File: src/rtl/tsrt_pkg.sv
package tsrt_pkg;

  localparam int PARK_DEPTH = 8;
  localparam int CNT_W = $clog2(PARK_DEPTH + 1);
  localparam int IDX_W = (PARK_DEPTH > 1) ? $clog2(PARK_DEPTH) : 1;

  localparam int FL_FIN = 0;
  localparam int FL_SYN = 1;
  localparam int FL_RST = 2;
  localparam int FL_ACK = 4;

  typedef enum logic [2:0] {
    ST_INITIAL = 3'd0,
    ST_SYN     = 3'd1,
    ST_SYNACK  = 3'd2,
    ST_EST     = 3'd3,
    ST_CLOSED  = 3'd4
  } conn_state_e;

  typedef enum logic [1:0] {
    CS_IDLE,
    CS_EVAL,
    CS_DRAIN
  } ctrl_state_e;

  typedef struct packed {
    logic load;
    logic eval;
    logic drain;
    logic emit_last;
  } dp_cmd_t;

  typedef struct packed {
    logic inspect;
    logic found;
  } dp_sts_t;

endpackage

File: src/rtl/tsrt_ctrl.sv
module tsrt_ctrl (
  input  logic              clk_i,
  input  logic              rst_ni,
  input  logic              start,
  output logic              busy,
  input  tsrt_pkg::dp_sts_t sts_i,
  output tsrt_pkg::dp_cmd_t cmd_o
);
  import tsrt_pkg::*;

  ctrl_state_e state_q, state_d;

  always_ff @(posedge clk_i or negedge rst_ni) begin
    if (!rst_ni) begin
      state_q <= CS_IDLE;
    end else begin
      state_q <= state_d;
    end
  end

  always_comb begin
    state_d = state_q;
    cmd_o   = '0;
    busy    = 1'b1;
    unique case (state_q)
      CS_IDLE: begin
        busy = 1'b0;
        if (start) begin
          cmd_o.load = 1'b1;
          state_d    = CS_EVAL;
        end
      end
      CS_EVAL: begin
        cmd_o.eval = 1'b1;
        if (sts_i.inspect) begin
          state_d = CS_DRAIN;
        end else begin
          cmd_o.emit_last = 1'b1;
          state_d         = CS_IDLE;
        end
      end
      CS_DRAIN: begin
        cmd_o.drain = 1'b1;
        if (!sts_i.found) begin
          cmd_o.emit_last = 1'b1;
          state_d         = CS_IDLE;
        end
      end
      default: state_d = CS_IDLE;
    endcase
  end

endmodule

File: src/rtl/tsrt_dp.sv
module tsrt_dp (
  input  logic              clk_i,
  input  logic              rst_ni,
  input  logic              cfg_we_i,
  input  logic [31:0]       cfg_wdata_i,
  input  logic [31:0]       src_addr_i,
  input  logic [31:0]       seq_no_i,
  input  logic [7:0]        tcp_flags_i,
  input  logic [15:0]       payload_len_i,
  input  logic [15:0]       payload_handle_i,
  input  logic [15:0]       src_port_i,
  input  logic [15:0]       dst_port_i,
  input  tsrt_pkg::dp_cmd_t cmd_i,
  output tsrt_pkg::dp_sts_t sts_o,
  output logic              strobe_o,
  output logic              has_segment_o,
  output logic [31:0]       seg_offset_o,
  output logic [15:0]       seg_len_o,
  output logic [15:0]       seg_handle_o,
  output logic [15:0]       out_src_port_o,
  output logic [15:0]       out_dst_port_o,
  output logic              side_o,
  output logic [2:0]        conn_state_o,
  output logic              dropped_full_o,
  output logic              last_o
);
  import tsrt_pkg::*;

  logic [31:0]      init_addr_q;
  conn_state_e      cstate_q, cstate_d;
  logic [31:0]      init_seq_q [2];
  logic [31:0]      exp_seq_q  [2];
  logic             closed_q   [2];
  logic [CNT_W-1:0] cnt_q      [2];
  logic [31:0]      pk_seq_q   [2][PARK_DEPTH];
  logic [15:0]      pk_len_q   [2][PARK_DEPTH];
  logic [15:0]      pk_hnd_q   [2][PARK_DEPTH];

  logic [31:0] it_seq_q;
  logic [7:0]  it_flags_q;
  logic [15:0] it_len_q, it_hnd_q, it_sp_q, it_dp_q;
  logic        side_q, full_q;

  logic        pend_v_q;
  logic [31:0] pend_off_q;
  logic [15:0] pend_len_q, pend_hnd_q;

  logic        strobe_q, last_q, has_q;
  logic [31:0] off_q;
  logic [15:0] len_q, hnd_q;

  logic fin, syn, rst, ack;
  logic do_init, inspect, inorder, future, tbl_full;
  logic [31:0] diff;
  logic [31:0] exp_cur, init_cur;
  logic [CNT_W-1:0] cnt_cur;
  logic [PARK_DEPTH-1:0] match;
  logic [IDX_W-1:0] idx;
  logic found;
  logic [15:0] drn_len, drn_hnd;

  assign fin = it_flags_q[FL_FIN];
  assign syn = it_flags_q[FL_SYN];
  assign rst = it_flags_q[FL_RST];
  assign ack = it_flags_q[FL_ACK];

  assign exp_cur  = exp_seq_q[side_q];
  assign init_cur = init_seq_q[side_q];
  assign cnt_cur  = cnt_q[side_q];
  assign diff     = it_seq_q - exp_cur;
  assign inorder  = (diff == 32'd0);
  assign future   = !inorder && !diff[31];
  assign tbl_full = (cnt_cur == CNT_W'(PARK_DEPTH));

  always_comb begin
    cstate_d = cstate_q;
    do_init  = 1'b0;
    inspect  = 1'b0;
    unique case (cstate_q)
      ST_INITIAL: begin
        if (syn) begin
          cstate_d = ST_SYN;
          do_init  = 1'b1;
        end
      end
      ST_SYN: begin
        if (syn) begin
          if (ack) begin
            cstate_d = ST_SYNACK;
            do_init  = 1'b1;
          end
        end else begin
          cstate_d = ST_CLOSED;
        end
      end
      ST_SYNACK: begin
        if (fin || rst) begin
          cstate_d = ST_CLOSED;
        end else if (ack) begin
          inspect = 1'b1;
          if (inorder) cstate_d = ST_EST;
        end
      end
      ST_EST: begin
        inspect = 1'b1;
        if (fin) begin
          if (closed_q[!side_q]) cstate_d = ST_CLOSED;
        end else if (rst) begin
          cstate_d = ST_CLOSED;
        end
      end
      default: cstate_d = cstate_q;
    endcase
  end

  always_comb begin
    for (int i = 0; i < PARK_DEPTH; i++) begin
      match[i] = (CNT_W'(i) < cnt_cur) && (pk_seq_q[side_q][i] == exp_cur);
    end
    idx = '0;
    for (int i = PARK_DEPTH - 1; i >= 0; i--) begin
      if (match[i]) idx = IDX_W'(i);
    end
  end

  assign found   = |match;
  assign drn_len = pk_len_q[side_q][idx];
  assign drn_hnd = pk_hnd_q[side_q][idx];

  assign sts_o.inspect = inspect;
  assign sts_o.found   = found;

  always_ff @(posedge clk_i or negedge rst_ni) begin
    if (!rst_ni) begin
      init_addr_q <= '0;
      cstate_q    <= ST_INITIAL;
      for (int s = 0; s < 2; s++) begin
        init_seq_q[s] <= '0;
        exp_seq_q[s]  <= '0;
        closed_q[s]   <= 1'b0;
        cnt_q[s]      <= '0;
      end
      side_q   <= 1'b0;
      full_q   <= 1'b0;
      pend_v_q <= 1'b0;
      strobe_q <= 1'b0;
      last_q   <= 1'b0;
      has_q    <= 1'b0;
    end else begin
      strobe_q <= cmd_i.emit_last ||
                  (cmd_i.drain && found && (drn_len != 16'd0) && pend_v_q);
      if (cfg_we_i) init_addr_q <= cfg_wdata_i;
      if (cmd_i.load) begin
        side_q   <= (src_addr_i != init_addr_q);
        full_q   <= 1'b0;
        pend_v_q <= 1'b0;
      end
      if (cmd_i.eval) begin
        cstate_q <= cstate_d;
        if (do_init) begin
          init_seq_q[side_q] <= it_seq_q;
          exp_seq_q[side_q]  <= it_seq_q + 32'd1;
        end
        if (inspect) begin
          if (inorder) begin
            exp_seq_q[side_q] <= exp_cur + {16'd0, it_len_q};
            if (it_len_q != 16'd0) pend_v_q <= 1'b1;
          end else if (future) begin
            if (tbl_full) full_q <= 1'b1;
            else cnt_q[side_q] <= cnt_cur + CNT_W'(1);
          end
        end
        if (cstate_q == ST_EST && fin) closed_q[side_q] <= 1'b1;
      end
      if (cmd_i.drain && found) begin
        exp_seq_q[side_q] <= exp_cur + {16'd0, drn_len};
        cnt_q[side_q]     <= cnt_cur - CNT_W'(1);
        if (drn_len != 16'd0) begin
          pend_v_q <= 1'b1;
          if (pend_v_q) begin
            last_q <= 1'b0;
            has_q  <= 1'b1;
          end
        end
      end
      if (cmd_i.emit_last) begin
        last_q <= 1'b1;
        has_q  <= pend_v_q;
      end
    end
  end

  always_ff @(posedge clk_i) begin
    if (cmd_i.load) begin
      it_seq_q   <= seq_no_i;
      it_flags_q <= tcp_flags_i;
      it_len_q   <= payload_len_i;
      it_hnd_q   <= payload_handle_i;
      it_sp_q    <= src_port_i;
      it_dp_q    <= dst_port_i;
    end
    if (cmd_i.eval && inspect) begin
      if (inorder) begin
        pend_off_q <= it_seq_q - init_cur;
        pend_len_q <= it_len_q;
        pend_hnd_q <= it_hnd_q;
      end else if (future && !tbl_full) begin
        pk_seq_q[side_q][cnt_cur[IDX_W-1:0]] <= it_seq_q;
        pk_len_q[side_q][cnt_cur[IDX_W-1:0]] <= it_len_q;
        pk_hnd_q[side_q][cnt_cur[IDX_W-1:0]] <= it_hnd_q;
      end
    end
    if (cmd_i.drain && found) begin
      for (int k = 0; k < PARK_DEPTH - 1; k++) begin
        if (k >= int'(idx)) begin
          pk_seq_q[side_q][k] <= pk_seq_q[side_q][k+1];
          pk_len_q[side_q][k] <= pk_len_q[side_q][k+1];
          pk_hnd_q[side_q][k] <= pk_hnd_q[side_q][k+1];
        end
      end
      if (drn_len != 16'd0) begin
        pend_off_q <= exp_cur - init_cur;
        pend_len_q <= drn_len;
        pend_hnd_q <= drn_hnd;
        off_q      <= pend_off_q;
        len_q      <= pend_len_q;
        hnd_q      <= pend_hnd_q;
      end
    end
    if (cmd_i.emit_last) begin
      off_q <= pend_v_q ? pend_off_q : 32'd0;
      len_q <= pend_v_q ? pend_len_q : 16'd0;
      hnd_q <= pend_v_q ? pend_hnd_q : 16'd0;
    end
  end

  assign strobe_o       = strobe_q;
  assign has_segment_o  = has_q;
  assign seg_offset_o   = off_q;
  assign seg_len_o      = len_q;
  assign seg_handle_o   = hnd_q;
  assign out_src_port_o = it_sp_q;
  assign out_dst_port_o = it_dp_q;
  assign side_o         = side_q;
  assign conn_state_o   = cstate_q;
  assign dropped_full_o = full_q;
  assign last_o         = last_q;

endmodule

File: src/rtl/tcp_stream_reassembly_tracker.sv
// TCP stream reassembly tracker.
// Input: a segment descriptor word is taken at a rising edge with start high and
// busy low. Config: cfg_we_i writes cfg_wdata_i as the initiator source address;
// write only while idle.
// Output: each result word is on the result ports for one cycle with strobe_o
// high; last_o marks the final word of an item. The receiver cannot stall, and
// no result is ever held back waiting for it.
// Sequence: an accepted item is loaded, then evaluated; one that is not inspected
// against the stream (handshake items) ends there, else the drain state walks the
// per-side table one match per cycle until no parked entry matches. Busy drops on
// the cycle the last word shows.
// Each side parks up to PARK_DEPTH future segments in arrival order.
// Reset (rst_ni low, async) returns to the initial state with empty tables and
// the initiator address at zero; no clearing pass is needed.
module tcp_stream_reassembly_tracker (
  input  logic        clk_i,
  input  logic        rst_ni,
  input  logic        cfg_we_i,
  input  logic [31:0] cfg_wdata_i,
  input  logic        start,
  output logic        busy,
  input  logic [31:0] src_addr_i,
  input  logic [31:0] seq_no_i,
  input  logic [7:0]  tcp_flags_i,
  input  logic [15:0] payload_len_i,
  input  logic [15:0] payload_handle_i,
  input  logic [15:0] src_port_i,
  input  logic [15:0] dst_port_i,
  output logic        strobe_o,
  output logic        has_segment_o,
  output logic [31:0] seg_offset_o,
  output logic [15:0] seg_len_o,
  output logic [15:0] seg_handle_o,
  output logic [15:0] out_src_port_o,
  output logic [15:0] out_dst_port_o,
  output logic        side_o,
  output logic [2:0]  conn_state_o,
  output logic        dropped_full_o,
  output logic        last_o
);
  import tsrt_pkg::*;

  dp_cmd_t cmd;
  dp_sts_t sts;

  tsrt_ctrl u_ctrl (
    .clk_i  (clk_i),
    .rst_ni (rst_ni),
    .start  (start),
    .busy   (busy),
    .sts_i  (sts),
    .cmd_o  (cmd)
  );

  tsrt_dp u_dp (
    .clk_i            (clk_i),
    .rst_ni           (rst_ni),
    .cfg_we_i         (cfg_we_i),
    .cfg_wdata_i      (cfg_wdata_i),
    .src_addr_i       (src_addr_i),
    .seq_no_i         (seq_no_i),
    .tcp_flags_i      (tcp_flags_i),
    .payload_len_i    (payload_len_i),
    .payload_handle_i (payload_handle_i),
    .src_port_i       (src_port_i),
    .dst_port_i       (dst_port_i),
    .cmd_i            (cmd),
    .sts_o            (sts),
    .strobe_o         (strobe_o),
    .has_segment_o    (has_segment_o),
    .seg_offset_o     (seg_offset_o),
    .seg_len_o        (seg_len_o),
    .seg_handle_o     (seg_handle_o),
    .out_src_port_o   (out_src_port_o),
    .out_dst_port_o   (out_dst_port_o),
    .side_o           (side_o),
    .conn_state_o     (conn_state_o),
    .dropped_full_o   (dropped_full_o),
    .last_o           (last_o)
  );

endmodule

File: config.mk
export PLATFORM = sky130hd
export DESIGN_NAME = tcp_stream_reassembly_tracker
export DESIGN_NICKNAME = d
export VERILOG_FILES = /design/src/rtl/tsrt_pkg.sv /design/src/rtl/tsrt_ctrl.sv /design/src/rtl/tsrt_dp.sv /design/src/rtl/tcp_stream_reassembly_tracker.sv
export SDC_FILE = /design/constraint.sdc
export NUM_CORES = 2
export LEC_CHECK = 0
export ABC_AREA = 1
export BUFFER_PORTS_ARGS = -buffer_cell sky130_fd_sc_hd__buf_2
export CORE_MARGIN = 4
export CORE_UTILIZATION = 57
export DETAILED_ROUTE_END_ITERATION = 12
export PLACE_DENSITY_LB_ADDON = 0.25
export SYNTH_ARGS = -nofsm -noshare
export SYNTH_HDL_FRONTEND = slang
export SYNTH_SLANG_ARGS = --single-unit
File: constraint.sdc
create_clock -name clk_i -period 8.7 [get_ports clk_i]
set_input_delay 2.175 -clock clk_i [delete_from_list [all_inputs] [get_ports clk_i]]
set_output_delay 2.175 -clock clk_i [all_outputs]
set_load 0.005 [all_outputs]
======== Yosys cells after proc, flatten, opt, wreduce, memory -nomap -nowiden ========
Memories as Yosys holds them, arrays and structs flattened.
Cells that the tools add are included.
W data, S select, Z words.
operators by class
  $add $sub $neg .......................... 8
  magnitude comparators ................... 21
  eq/ne operators ......................... 23
  mux-type cells .......................... 601
  bitwise operators ....................... 453
  reductions and logical operators ........ 39
operator list
  operator                 count
  $mux W32                 16
  $mux W1                  508
  $or A1 B1 Y1             448
  $mux W64                 6
  $mux W16                 21
  $bwmux W64               4
  $eq A32 B32 Y1           8
  $mux W256                1
  $mux W128                1
  $bmux W16 S3             2
  $demux W32 S3            1
  $sub A32 B32 Y32         3
  $add A32 B16 Y32         2
  $mux W3                  17
  $demux W16 S3            1
  $mux W8                  6
  $add A32 B1 Y32 const B  1
  $demux W32 S1            1
  $logic_not A32 Y1        1
  $ne A32 B32 Y1           1
  $reduce_bool A16 Y1      2
  $logic_and A1 B1 Y1      17
  $bwmux W8                2
  $lt A3 B4 Y1 const A     4
  other kinds (41)         71
word-level totals
  flip-flop bits (word level) ............. 410
  RAM bits ................................ 1024
  input bits .............................. 172
  output and inout port bits .............. 105
  memories ................................ 3
memories
  name           depth  width  read ports  clocked after memory_dff  wr ports  RTL line       source
  u_dp.pk_seq_q  2      256    1           0                         1         tsrt_dp.sv:35  logic [31:0] pk_seq_q [2][PARK_DEPTH];
  u_dp.pk_hnd_q  2      128    1           0                         1         tsrt_dp.sv:37  logic [15:0] pk_hnd_q [2][PARK_DEPTH];
  u_dp.pk_len_q  2      128    1           0                         1         tsrt_dp.sv:36  logic [15:0] pk_len_q [2][PARK_DEPTH];

======== Longest topological paths before layout ========
  word-level depth ........................ 22
  mapped depth ............................ 54
  gate-level depth less buffers ........... 47

======== Modules after synthesis ========
Synthesis repeated with hierarchy kept, for this count alone.
second synthesis, totals
  cells, all modules ...................... 8771
  area total of the unflattened synthesis .. 76136.8 um2
modules (own cells, without submodules)
  module     times used  cells an instance  area an instance (um2)
  tsrt_dp    1           8742               75927.8
  tsrt_ctrl  1           29                 209.0

======== Worst setup path after synthesis ========
OpenSTA, ideal clock, no wires.
  path type ............................... reg2reg
  start point ............................. register u_dp.side_q (netlist: u_dp.side_o)
  end point ............................... memory u_dp.pk_hnd_q[0][0] (netlist name) (enable)
  arrival time ............................ 8.124 ns
  data required time ...................... 8.135 ns
  path slack .............................. 0.011 ns
  stages on the path, launching flop included .. 27
  buffers on the path ..................... 3
  cell sequence ........................... dfrtp_1 -> buf_4 -> buf_6 -> buf_4 -> nand2_1 -> nand2_1 -> ha_1 -> nand2_1 -> nand2_1 -> nand3_1 -> nand2_1 -> a21boi_0 -> o21ai_1 -> a21oi_1 -> o21ai_0 -> nand3_1 -> nand2_1 -> nand2_1 -> nand2_1 -> nor2_1 -> nand2_1 -> nor2_1 -> nand3_1 -> nand4_1 -> nor2_1 -> inv_1 -> nor3_1
between the ends
  word-level cells in the longest chain between the ends .. 13
  elaborated cells between the ends (all ways) .. 25
ends and longest elaborated chain
  what                                         RTL line                      source
  start, declared                              tsrt_dp.sv:42                 logic side_q, full_q;
  start signal, assigned                       tsrt_dp.sv:154                side_q <= (src_addr_i != init_addr_q);
  $not A1 Y2 (not written as such)             tsrt_dp.sv:67, tsrt_dp.sv:69
  $mux W32 (not written as such) (3 in a row)  tsrt_dp.sv:67                 assign exp_cur = exp_seq_q[side_q];
  $sub A32 B32 Y32                             tsrt_dp.sv:70                 assign diff = it_seq_q - exp_cur;
  $logic_not A32 Y1                            tsrt_dp.sv:71                 assign inorder = (diff == 32'd0);
  $logic_not A1 Y1                             tsrt_dp.sv:72                 assign future = !inorder && !diff[31];
  $logic_and A1 B1 Y1                          tsrt_dp.sv:72
  $logic_and A1 B1 Y1                          tsrt_dp.sv:207                end else if (future && !tbl_full) begin
  $mux W1                                      tsrt_dp.sv:207
  $mux W1                                      tsrt_dp.sv:203                if (inorder) begin
  $mux W1                                      tsrt_dp.sv:202                if (cmd_i.eval && inspect) begin
  $mux W128 (not written as such)              tsrt_dp.sv:210                pk_hnd_q[side_q][cnt_cur[IDX_W-1:0]] <= it_hnd_q;
  end, declared                                tsrt_dp.sv:37
Parallel ways exist; a longest one is shown, timed or not. The select of a mux whose other input is x is not followed.

======== Worst setup path in the final report ========
  start point ............................. register u_dp.side_q (netlist: u_dp.side_o)
  end point ............................... memory u_dp.pk_seq_q[1][113] (netlist name) (enable)
between the ends
  word-level cells in the longest chain between the ends .. 19
  elaborated cells between the ends (all ways) .. 65
ends and longest elaborated chain
  what                                                                           RTL line                      source
  $not A1 Y2 (not written as such)                                               tsrt_dp.sv:67, tsrt_dp.sv:69
  $mux W4 (not written as such) / $mux W32 (equally long branches) (3 in a row)  tsrt_dp.sv:69, tsrt_dp.sv:67
  $lt A3 B4 Y1 / $eq A32 B32 Y1 (equally long branches)                          tsrt_dp.sv:118                match[i] = (CNT_W'(i) < cnt_cur) && (pk_seq_q[side_q][i] == exp_cur);
  $logic_and A1 B1 Y1                                                            tsrt_dp.sv:118
  $mux W3 (8 in a row)                                                           tsrt_dp.sv:122                if (match[i]) idx = IDX_W'(i);
  $ge A3 B3 Y1                                                                   tsrt_dp.sv:215                if (k >= int'(idx)) begin
  $mux W1                                                                        tsrt_dp.sv:215
  $mux W1                                                                        tsrt_dp.sv:213                if (cmd_i.drain && found) begin
  $mux W1 (not written as such)                                                  tsrt_dp.sv:216                pk_seq_q[side_q][k] <= pk_seq_q[side_q][k+1];
  $or A1 B1 Y1 (no line)                                                         -
  end, declared                                                                  tsrt_dp.sv:35
Parallel ways exist; a longest one is shown, timed or not. The select of a mux whose other input is x is not followed.

==> summary.txt <==
Timing
  – Final setup violation count: 0
  – Clock period minus final worst setup slack: 8.380 ns
  – Worst setup margin: 0.3205 ns
  – Slew Viols, Final: 0
  – Final-report hold violation count: 0
  – Aggregate negative setup slack: 0 ns
  – Worst Tran Pin Value: 1.407 ns
  – Clock skew after layout: 0.04095 ns
  – Share of the cycle needed by the critical path after routing: 96.32%
  – Worst slew margin relative to its limit: 6.218%
  – Upper clock frequency limit: 119.3 MHz
  – Unrepaired setup endpoints after global routing: no

Power and ir drop
  – Power per standard cell area: roughly 280 mW/mm²
  – Cell internal power dissipation: 0.01490 W
  – Proportion of power drawn by combinational gates: 34.6%
  – IR drop worst, VDD: 0.2527 mV
  – Part of the power in the clock network: 29.0%
  – Fraction of power spent switching nets: 37.31%
  – Flop pwr share: a little over a third
  – Standby leakage power: 37.37 nW
  – Switching power: 0.008867 W

Worst setup path
  – Most common cell type on the critical path: nand2_1
  – Critical Path Start Type: flip-flop
  – Crit end category: flip-flop
  – CP arrival: approximately 8.8 ns
  – Required time of the critical path: 9.11 ns
  – Launching instance or port of the critical path: u_dp.side_o
  – Worst Path Class, Setup: flip-flop to flip-flop
  – Master of the slowest instance on the critical path: nor2_4
  – Largest fanout of any net on the critical path: a little under 80
  – Worst reg2reg path startpoint: u_dp.side_o
  – Largest incremental delay on the critical path: 0.97 ns
  – Worst reg2reg setup slack: roughly 0.32 ns

Clock tree
  – Number of buffers inserted by hold repair at cts: 0
  – Clock-pin slew on the worst setup and hold paths: 0.06 ns
  – TritonCTS clock tree: built
  – Buffers from clock root to sink, at most: 3
  – Post-CTS Setup Repair Bufs: 0
  – CTS root buf: clkbuf_16
  – CTS resizes: 0
  – CTS H-tree depth: 4
  – Insertion delay to the later sink of the worst-skew pair: 0.81 ns
  – Number of sinks on the clock net: 1433
  – Number of clock buffers inserted by TritonCTS: between 150 and 200

GRT
  – Antenna violations before repair: 22
  – GR Overflow Total: 0
  – Global-route wire length before repair: 407100 µm
  – Met1 Usage GRT: 53.42%
  – Largest net degree at the start of global routing: 198
  – Global route hottest layer: met2
  – GRT Total Usage: 39.19%
  – Met3 capacity usage during global routing: 9.978%
  – Number of global-route vias before repair: roughly 63000
  – Fraction of met2 tracks used by global routing: 58.75%

Drt
  – Length of the first detailed-routing pass in iterations: 7
  – Post-route DRC: 0
  – Average wire per standard cell: ~26 µm
  – Drt total wl: 281500 µm
  – Initial detailed-routing violation count: 10600
  – Post-route ant nets: 0
  – Vias per std cell: just over 6
  – Vias after detailed routing: between 60000 and 70000

Floorplanning
  – Site row count: 134
  – Height of the die: 375.0 µm
  – Initial cell density of the core: 57.44%
  – CORE AREA: 0.1336 mm²
  – Die outline width: 375.0 µm
  – I/O pin count: approximately 280
  – Total Die Area: 0.1406 mm²

Logic synthesis
  – Asr flop ratio synth: 12.63%
  – Synthesized net count: 9195
  – Number of enable-type register cells in the synthesized netlist: about 1200
  – Fraction of synthesized cell area taken by the top area cell type: a little under half
  – Register bit total from synthesis: 1433
  – Number of warnings reported in the yosys synthesis log: 0
  – Per-instance average area after synthesis: 8.637 µm²
  – Yosys top cell by area: edfxtp_1
  – Yosys cell types: 64
  – Mapped cell area: 0.07676 mm²
  – Cells after Synth: 8887
  – Commonest register cell after synthesis: edfxtp_1
  – Synth top area cells: edfxtp_1 46%, nand2_1 16%, o21ai_0 6.0%
  – Sequential element share of the synthesized area: ~54%

Placed design
  – Final RePlAce weighted congestion: 0.9958
  – Count of buffers from port buffering: roughly 270
  – HPWL Detailed: roughly 190000 µm
  – Dpl ws: 0.6198 ns

Finish
  – Share of post-route cells with drive strength above 1: under 10%
  – Relative area change from synthesis to final layout: 11.97%
  – Layout filler cell count: approximately 11000
  – Final standard cell utilization of the core: 64.32%
  – Final-stage net count: 9411

Flow run
  – # Max-Cap Violations: 0

Outcome
  – Result of the run: finished clean

Hold path
  – Worst min-delay path category: flip-flop to flip-flop
  – Critical hold path startpoint: u_dp.last_o
flip-flops by register name, summed over array words and instances, names as in the netlist, 3 cells and up:
register and count:
u_dp.pk_seq_q 512, u_dp.pk_hnd_q 256, u_dp.pk_len_q 256, u_dp.exp_seq_q 64, u_dp.init_seq_q 64, u_dp.init_addr_q 32
u_dp.it_seq_q 32, u_dp.pend_off_q 32, u_dp.seg_offset_o 32, u_dp.it_hnd_q 16, u_dp.it_len_q 16, u_dp.out_dst_port_o 16
u_dp.out_src_port_o 16, u_dp.pend_hnd_q 16, u_dp.pend_len_q 16, u_dp.seg_handle_o 16, u_dp.seg_len_o 16, u_dp.cnt_q 8
u_dp.it_flags_q 4, u_dp.conn_state_o 3
cells in the mapped netlist, types with 60 or more instances:
| cell type | n |
|---|---|
| nand2_1 | 3364 |
| nor2_1 | 423 |
| dfrtp_1 | 181 |
| ha_1 | 132 |
| mux2i_1 | 158 |
| xor2_1 | 145 |
| a21oi_1 | 223 |
| buf_2 | 115 |
| or2_2 | 60 |
| xnor2_1 | 136 |
| dfxtp_1 | 64 |
| clkbuf_1 | 253 |
| o21ai_0 | 919 |
| nand3_1 | 366 |
| inv_1 | 624 |
| edfxtp_1 | 1188 |
| nand4_1 | 68 |
cell type report:
cell class	instances	area, µm²	share of cell area (%)
clock buffers	195	4098	4.768
flip-flops and latches	1433	41490	48.27
well taps	1768	2212	2.574
inverters	652	2464	2.866
clock inverters	86	1161	1.351
repair buffers	496	3352	3.900
diodes	10	25.02	0.02912
multi-input cells	6368	31150	36.24
critical path: cells and delay by family (launching register included):
kind                     cells  cell delay [ns]
AND/OR/NAND/NOR             16             3.21
flip-flops                   1             0.76
adder cells (fa/ha/maj)      1             0.58
AO/OA/AOI/OAI                5             1.58
buffers and inverters        5             1.61
power by group through the flow:
stage / registers [W] / logic, W / clock network [W]
2_1_floorplan: 0.00873 / 0.00490 / 0
3_3_place_gp: 0.00875 / 0.00774 / 0
3_5_place_dp: 0.00877 / 0.00789 / 0
4_1_cts: 0.00864 / 0.00794 / 0.00693
5_1_grt: 0.00870 / 0.00888 / 0.00722
6_report: 0.00865 / 0.00821 / 0.00690
placed cells by master, fill, tap and decap left out, types with 64 or more instances in the layout:
cell       instances
a21oi_1          222
dfrtp_1          180
mux2i_1          158
xor2_1           145
nand3_1          365
dfxtp_1           64
nand4_1           68
nand2_1         3358
edfxtp_1        1188
clkbuf_16        154
buf_4            200
ha_1             131
inv_1            618
buf_2            271
nor2_1           401
o21ai_0          918
xnor2_1          136
worst paths after layout:
path	endpoint	cells past startpoint
min	u_dp.last_o	2
max in group asynchronous	u_dp.init_seq_q[2]	2
max reg2reg	u_dp.pk_seq_q[1][113]	27
min in group asynchronous	u_dp.exp_seq_q[52]	1
max	u_dp.pk_seq_q[1][113]	27
min reg2reg	u_dp.last_o	2
metal layers:
layer	vias up	part of all wire, %
met5	-	0.017
met4	8	5.7
met3	929	14
met2	4809	43
met1	31640	37
li1	30000	-
metrics by stage:
step,std cells,hold WS (ns),instance area (µm²),total power (W)
2_1_floorplan,8887,0.4430,76760,0.01363
3_3_place_gp,10720,0.4536,80660,0.01648
3_5_place_dp,10720,0.4663,80660,0.01666
4_1_cts,11000,0.4840,85920,0.02351
5_1_grt,11000,0.4960,85930,0.02480
6_report,11010,0.4789,85950,0.02377
logic make-up (layout without fill, tap and decap cells):
family,Yosys count,in the layout,share of synthesized area [%]
xor gates and xnor gates,281,281,3.206
other,0,10,0
muxes,170,170,2.236
DFF,1433,1433,54.04
and+or+nand+nor,4452,4452,23.37
buffers and inverters,1086,1429,5.697
AOI/OAI and AO/OA,1329,1329,9.192
adders and majority gates,136,136,2.256
No activity file was read; power rests on OpenSTA's default activity.
